<file path="src/rtl/sdfvsm_fifo.sv">
// Short job queue between the front end and the memory sequencer.
`default_nettype none

module sdfvsm_fifo #(
  parameter int WIDTH = 8,
  parameter int DEPTH = 4
) (
  input  wire logic             clk_i,
  input  wire logic             rst_ni,
  input  wire logic             push_i,
  input  wire logic [WIDTH-1:0] push_data_i,
  output logic                  full_o,
  input  wire logic             pop_i,
  output logic [WIDTH-1:0]      pop_data_o,
  output logic                  empty_o
);

  localparam int PW = (DEPTH > 1) ? $clog2(DEPTH) : 1;

  logic [WIDTH-1:0] slot_q [DEPTH];
  logic [PW-1:0]    wr_ptr_q, rd_ptr_q;
  logic [PW:0]      count_q;

  assign full_o     = (count_q == (PW+1)'(DEPTH));
  assign empty_o    = (count_q == '0);
  assign pop_data_o = slot_q[rd_ptr_q];

  always_ff @(posedge clk_i or negedge rst_ni) begin
    if (!rst_ni) begin
      wr_ptr_q <= '0;
      rd_ptr_q <= '0;
      count_q  <= '0;
    end else begin
      if (push_i) begin
        wr_ptr_q <= (wr_ptr_q == PW'(DEPTH - 1)) ? '0 : wr_ptr_q + 1'b1;
      end
      if (pop_i) begin
        rd_ptr_q <= (rd_ptr_q == PW'(DEPTH - 1)) ? '0 : rd_ptr_q + 1'b1;
      end
      if (push_i && !pop_i) begin
        count_q <= count_q + 1'b1;
      end else if (pop_i && !push_i) begin
        count_q <= count_q - 1'b1;
      end
    end
  end

  always_ff @(posedge clk_i) begin
    if (push_i) begin
      slot_q[wr_ptr_q] <= push_data_i;
    end
  end

endmodule

`default_nettype wire

</file>
<file path="config.mk">
export PLATFORM = sky130hd
export DESIGN_NAME = sdfvsm_fifo
export DESIGN_NICKNAME = d
export VERILOG_FILES = /design/src/rtl/sdfvsm_fifo.sv
export SDC_FILE = /design/constraint.sdc
export NUM_CORES = 1
export LEC_CHECK = 0
export ABC_CLOCK_PERIOD_IN_PS = 4100
export BUFFER_PORTS_ARGS = -buffer_cell sky130_fd_sc_hd__buf_4
export CORE_MARGIN = 3
export CORE_UTILIZATION = 53
export CTS_CLUSTER_SIZE = 16
export DETAILED_ROUTE_END_ITERATION = 12
export GPL_TIMING_DRIVEN = 0
export PLACE_DENSITY_LB_ADDON = 0.15
export SYNTH_ARGS = -nofsm -noshare
export SYNTH_HDL_FRONTEND = slang
export SYNTH_SLANG_ARGS = --single-unit
</file>
<file path="constraint.sdc">
create_clock -name clk_i -period 4.1 [get_ports clk_i]
set_clock_uncertainty 0.1 [all_clocks]
set_input_delay 0.205 -clock clk_i [delete_from_list [all_inputs] [get_ports clk_i]]
set_output_delay 0.205 -clock clk_i [all_outputs]
set_load 0.02 [all_outputs]
</file>
## Yosys cells after proc, flatten, opt, wreduce, memory -nomap -nowiden

Memory sizes are Yosys's and may differ from the RTL's.
Cells that the tools add are included.

- Add/subtract/negate cells: 4
- Reductions and logical operators: 6
- Mux-type cells: 6
- Equality and inequality tests: 3

Operator list:

| cell | number |
|---|---|
| 2-to-1 mux 3 bit | 2 |
| adder 2 x 1 -> 2 bit (second input constant) | 2 |
| equality test 2 bit (second input constant) | 2 |
| 2-to-1 mux 2 bit | 2 |
| adder 3 x 1 -> 3 bit (second input constant) | 1 |
| equality test 3 bit (second input constant) | 1 |
| logical NOT 3 bit | 1 |
| subtractor 3 x 1 -> 3 bit (second input constant) | 1 |
| logical AND 1 bit | 2 |
| logical NOT 1 bit | 2 |
| 2-to-1 mux 1 bit | 2 |
| nonzero test 2 bit | 1 |

- Memories kept: 1
- RAM bits: 32
- Input port bits: 12
- Word-level logic and storage cells: 23
- Flip-flop bits (word level): 7

Memory list:

| name | words | width | rd ports | clocked after Yosys merged registers in | write ports | RTL line | RTL |
|---|---|---|---|---|---|---|---|
| slot_q | 4 | 8 | 1 | 0 | 1 | 20 | `logic [WIDTH-1:0] slot_q [DEPTH];` |

## Longest topological paths before layout

Gate-level depths: netlist (run 1).

- Depth after elaboration: 4
- Gate-level depth with buffers: 7

## Worst setup path before layout (run 1)

No wires, ideal clock.

- Path kind: input to register
- From: input port pop_i
- To: register count_q[2]
- Stages on the path: 7
- Required time: 3.921 ns
- Slack: 2.687 ns
- Arrival: 1.234 ns
- Path through: inv_1 > ha_1 > inv_1 > fa_1 > xor2_1 > nor2_1 > xor2_1

- Longest elaborated chain between the ends: 3
- Elaborated cells between the ends (all ways): 5
- Classes of those cells: 1 x mux; 4 x reduce/logical

RTL lines:

| item | RTL line | RTL |
|---|---|---|
| start, declared | 13 | `input wire logic pop_i,` |
| logical NOT 1 bit | 40 | `if (push_i && !pop_i) begin` |
| logical AND 1 bit | 40 |  |
| 2-to-1 mux 3 bit / nonzero test 2 bit (equally long branches) | - |  |
| end signal, assigned | 41 | `count_q <= count_q + 1'b1;` |
| end signal, assigned | 43 | `count_q <= count_q - 1'b1;` |
| end, declared | 22 | `logic [PW:0] count_q;` |

Parallel ways exist; a longest one is shown, timed or not.
A chain may end at the register's enable or synchronous reset.

## Final worst setup path (run 1)

- From: register rd_ptr_q[0]
- To: output port pop_data_o[5]

- Longest elaborated chain between the ends: 1

RTL lines:

| item | RTL line | RTL |
|---|---|---|
| start, declared | 21 | `logic [PW-1:0] wr_ptr_q, rd_ptr_q;` |
| start signal, assigned | 38 | `rd_ptr_q <= (rd_ptr_q == PW'(DEPTH - 1)) ? '0 : rd_ptr_q + 1'b1;` |
| memory read (4 x 8 bit) | - |  |
| end, declared | 14 | `output logic [WIDTH-1:0] pop_data_o,` |

No other way between the ends.

==> impl_metrics.ini, run 1 <==
[clock_network]
cts.repair.resized = 0
clk_latency_ps = 330
numCtsBuffers = 5
ctsRootBufferMaster = clkbuf_4
clock_path_buffers = 2
clk_pin_slew_worst_paths_ps = 110
cts_sinks = 39
ctsHtreeMaxLevel = 2
cts_tree = done

[timing]
setup_tns_ps = 0
setup_viol = 0
fmax_mhz = 525
holdWs_ps = 35.8
slew_violations = 0
post-route-period-util_pct = 46.5
maxSlewHeadroom_pct = 71.5
rsz0062_at_grt = false
layout_setup_ws_ps = 2190
fin_crit_ps = 1910
max_slew.worst_pin.slew_ps = 427
hold_viol = 0

[synth]
synth_common_cells = edfxtp_1 (32), mux4_2 (8), dfrtp_1 (7)
ys_warn_count = 0
synth_top_area_cell = edfxtp_1
synth_mux_area_share_pct = 12.9
synth_top_family_by_area = multiplexers
syn_nets = 98
syn_area_per_cell_um2 = 19.8
synth-xor-area-share_pct = 1.68
synth_edf_count = 32
synth_compound_area_share_pct = 1.20
synth-adder-area-share_pct = 6.07
synth.distinct_cells = 18
synthFlopType = edfxtp_1
synth_most_common_cell = edfxtp_1
synth_area_leaders = edfxtp_1 (61%), mux4_2 (11%), dfrtp_1 (11%), ha_1 (4.8%), and2_1 (1.6%)
ys_seq_area_share_pct = 72.5
syn_inst = 79
synth_top_area_share_pct = 61.3
synth-seq-cells = 39
yosys.area_share.simple_pct = 3.67
syn_area_um2 = 1570
ys_async_sr_fraction_pct = 17.9

[pwr]
power.density_nw_per_um2 = 621
peakVddDrop_uv = 509
power.total_uw = 1190
p_leak_uw = 0.000732

[floorplan]
rows = 19
core_area_um2 = 2780
die_x_um = 60.4
start_util_pct = 56.4
ios = 22
fp.dieArea_um2 = 3650
fp.dieH_um = 60.4

[place]
gp_congestion = 0.622
post-place-ws_ps = 2440
hpwl_um = 1720
io_buffers = 21
dp.cells = 131

[global_routing]
grt_pass1_wl_um = 3910
grt_usage_pct = 16.3
grt_max_degree = 12
overflow = 0
grt_pass1_vias = 812
antenna_found_initial = 0

[critical_path]
worst-path-max-fanout = 10
start_kind = flip-flop
arrival_ps = 1600
critPathSlowestCell = mux4_2
critical_path_class = reg -> out
critical_path_buf_inv_count = 2
slowest_delay_ps = 520
worstPathRequired_ps = 3800
critical-path-top-delay-family = multiplexers
worstSetupEndpointType = output pin
cp_cell_sequence = buf_6 -> mux4_2 -> buf_4

[drt]
ant_nets = 0
routed_wl_um = 2500
via_per_inst = 5.16
wl_per_cell_um = 16.8
num_vias = 769
firstDrtPassIters = 4
drt-initial-drc-count = 13
drc = 0

[layout]
final_cells = 149
drive_gt1_share_pct = 33.9
fin_nets = 136
nFillCells = 174
syn_to_final_growth_pct = 22.1
n_antenna_cell = 0

[min_path]
hp-class = in -> reg

[run]
cap_violations = 0

[run_status]
status = finished, final reports clean
==> registers in the layout, summed over array words and instances (netlist names) <==
| register | flops |
|---|---|
| count_q | 3 |
| rd_ptr_q | 2 |
| slot_q | 32 |
| wr_ptr_q | 2 |
==> metrics by stage <==
step	area [um^2]	utilization [%]
2_1_floorplan	1570	-
3_3_place_gp	1760	63.4
3_5_place_dp	1760	63.4
4_1_cts	1910	68.8
5_1_grt	1910	68.8
6_report	1910	68.8
==> metal layers <==
layer | up-vias | part of all wire (%) | global-route usage, %
met4 | 0 | 1.8 | 6.65
li1 | 380 | - | -
met1 | 367 | 45 | 20.5
met3 | 5 | 4.0 | 6.38
met5 | - | 0 | 0
met2 | 17 | 50 | 25.5
==> kinds of logic (layout without fill, tap and decap cells) <==
family | Yosys count | count (layout)
multiplexers | 10 | 10
AO/OA/AOI/OAI | 3 | 3
adder cells (fa/ha/maj) | 7 | 7
flip-flops | 39 | 39
AND/OR/NAND/NOR | 11 | 11
XOR/XNOR | 3 | 3
buffers and inverters | 6 | 45
==> final timing paths <==
check	from	to	slack, ps	cells after the start
worst max-delay path	rd_ptr_q[0]	pop_data_o[5]	2190	3
worst min-delay path	pop_i	rd_ptr_q[1]	40	2
max in group asynchronous	rst_ni	wr_ptr_q[1]	3660	2
min in group asynchronous	rst_ni	rd_ptr_q[0]	120	2
worst max register to register	wr_ptr_q[0]	slot_q[0][3]	2600	3
worst min register to register	count_q[2]	count_q[2]	410	1
==> repair_timing <==
item,4_1_cts,5_1_grt
hold endpoints to repair,41,0
setup buffers,0,0
hold buffers,10,0
==> final cells by class <==
type	count	area, um^2	share of cell area (%)
inverters	4	15.0	0.784
repair buffers	31	258	13.5
flip-flops and latches	39	1140	59.3
multi-input cells	34	400	20.9
clock buffers	7	45.0	2.35
well taps	31	38.8	2.03
plain buffers	2	16.3	0.850
clock inverters	1	5.00	0.261
==> report_power, final <==
| part | total (uW) | switching, uW | internal, uW |
|---|---|---|---|
| registers | 565 | 44.8 | 520 |
| logic | 444 | 225 | 219 |
| clock network | 180 | 113 | 66.9 |
| total | 1190 | 383 | 807 |
==> cell usage in the layout (no fill, tap or decap) <==
cell type      Yosys  routed
ha_1               6       6
mux2_2             2       2
buf_2              1       1
mux4_2             8       8
fa_1               1       1
xnor2_1            1       1
and2_1             4       4
clkinv_2           0       1
dlygate4sd3_1      0      10
nand2_1            2       2
dfrtp_1            7       7
clkbuf_1           0       2
edfxtp_1          32      32
o21ai_0            2       2
clkbuf_4           0       5
inv_1              4       4
nor3b_1            1       1
nor2_1             2       2
a21o_2             1       1
buf_4              0      21
xor2_1             2       2
nor3_1             2       2
buf_6              1       1
Power figures use the tool's default switching activity.
==> run 2, diff against run 1 <==
Settings changed: ABC_CLOCK_PERIOD_IN_PS 4100 to 1700, CORE_UTILIZATION 53 to 50.
Clock period 4.1 ns to 1.7 ns, I/O delays scaled along.
==> impl_metrics.ini, run 2 (synthesis results as in run 1) <==
[clock_network]
clk_latency_ps = 330
ctsRootBufferMaster = clkbuf_4
ctsHtreeMaxLevel = 2
clk_pin_slew_worst_paths_ps = 110
cts_sinks = 39
clock_path_buffers = 2
cts_tree = done
numCtsBuffers = 5

[critical_path]
worstSetupEndpointType = output pin
start_kind = flip-flop
cp_cell_sequence = buf_8 -> mux4_2 -> buf_6
worstPathRequired_ps = 1510
worst-path-max-fanout = 9
critical_path_class = reg -> out
critPathSlowestCell = mux4_2
arrival_ps = 1580
slowest_delay_ps = 530

[timing]
fin_crit_ps = 1760
max_slew.worst_pin.slew_ps = 426
fmax_mhz = 568
hold_viol = 0
setup_viol = 8
post-route-period-util_pct = 104
maxSlewHeadroom_pct = 71.6
holdWs_ps = 106
slew_violations = 0
rsz0062_at_grt = true
layout_setup_ws_ps = -61.8

[pwr]
p_leak_uw = 0.000768
power.density_nw_per_um2 = 1490
peakVddDrop_uv = 1030

[drt]
firstDrtPassIters = 6
wl_per_cell_um = 15.0
routed_wl_um = 2480
ant_nets = 0
via_per_inst = 4.94
num_vias = 820
drt-initial-drc-count = 27
drc = 0

[layout]
final_cell_mix = edfxtp_1 (32), buf_4 (15), dlygate4sd3_1 (13)
drive_gt1_share_pct = 34.7
multi_input_area_um2 = 403
n_antenna_cell = 0
fin_nets = 142
seq_area_um2 = 1140
syn_to_final_growth_pct = 28.8
final_common_cell = edfxtp_1
nFillCells = 196
largest_reg_flops = 32
finish.utilization_pct = 70.2
top_regs = slot_q x32, count_q x3
max_flop_register = slot_q

[place]
io_buffers = 21
gp_congestion = 0.644
post-place-ws_ps = 184
hpwl_um = 1620

[floorplan]
ios = 22
die_x_um = 62.0
fp.dieH_um = 62.0
fp.dieArea_um2 = 3840
core_area_um2 = 2880
start_util_pct = 54.5
rows = 19

[global_routing]
grt_pass1_wl_um = 3890
grt_pass1_vias = 833
antenna_found_initial = 0
grt_max_degree = 12
overflow = 0
grt_usage_pct = 15.1

[run_status]
status = complete, but fails checks
failed_checks = negative setup slack

[min_path]
hp-class = in -> reg

[run]
cap_violations = 0
-- run 2: cell count changes in the layout (fill, tap and decap cells not counted) --
cell	change
buf_6	+8
buf_4	-6
buf_8	+1
ha_2	+1
dlygate4sd3_1	+3
clkinv_2	-1
clkbuf_1	+1
ha_1	-1
-- run 2: cell type report --
| type | count | share of cell area (%) |
|---|---|---|
| Tap cell | 42 | 2.60 |
| Multi-Input combinational cell | 34 | 20.0 |
| Inverter | 4 | 0.743 |
| Clock buffer | 8 | 2.42 |
| Timing Repair Buffer | 37 | 17.0 |
| Buffer | 2 | 0.991 |
| Sequential cell | 39 | 56.3 |
-- run 2: through the flow --
step / instance area [um^2] / setup TNS [ps] / instances / power [uW]
finish: 2020 / -392 / 166 / 3010
global route: 2020 / -926 / 166 / 3210
CTS: 2000 / -545 / 164 / 3020
detailed placement: 1780 / 0 / 142 / 2460
global placement: 1780 / 0 / 142 / 2420
floorplan: 1570 / 0 / 79 / 2080
-- run 2: layer usage --
layer / global-route usage [%] / wire length, um / up-vias
met5: 0 / 0 / -
met4: 5.45 / 9 / 0
met3: 5.58 / 97 / 2
met2: 24.7 / 1310 / 23
met1: 18.4 / 1070 / 407
li1: - / - / 388
-- run 2: critical path, delay by kind of cell, from the launching register on --
kind,cells,cell delay [ps]
mux,1,530
buf+inv,2,320
flops,1,400
-- run 2: path summary, 6_finish.rpt --
| kind | start | to | slack, ps | cells after the start |
|---|---|---|---|---|
| setup / recovery | rd_ptr_q[0] | pop_data_o[3] | -60 | 3 |
| min in group asynchronous | rst_ni | count_q[1] | 600 | 3 |
| setup reg to reg | wr_ptr_q[0] | slot_q[2][3] | 180 | 3 |
| hold / removal | pop_i | rd_ptr_q[0] | 110 | 4 |
| hold reg to reg | count_q[2] | count_q[2] | 390 | 1 |
| max in group asynchronous | rst_ni | wr_ptr_q[0] | 650 | 3 |
-- run 2: power breakdown --
group | switching [uW] | internal (uW) | total (uW)
combinational | 567 | 642 | 1210
sequential | 105 | 1250 | 1360
clock | 273 | 165 | 438
total | 944 | 2060 | 3010
-- run 2: timing repair --
| action | in CTS | in global routing |
|---|---|---|
| pin swaps | 0 | 2 |
| hold endpoints to repair | 42 | 0 |
| setup buffers | 1 | 2 |
| endpoints found under the setup margin | 8 | 9 |
| gates resized for setup | 9 | 2 |
| hold buffers | 13 | 0 |
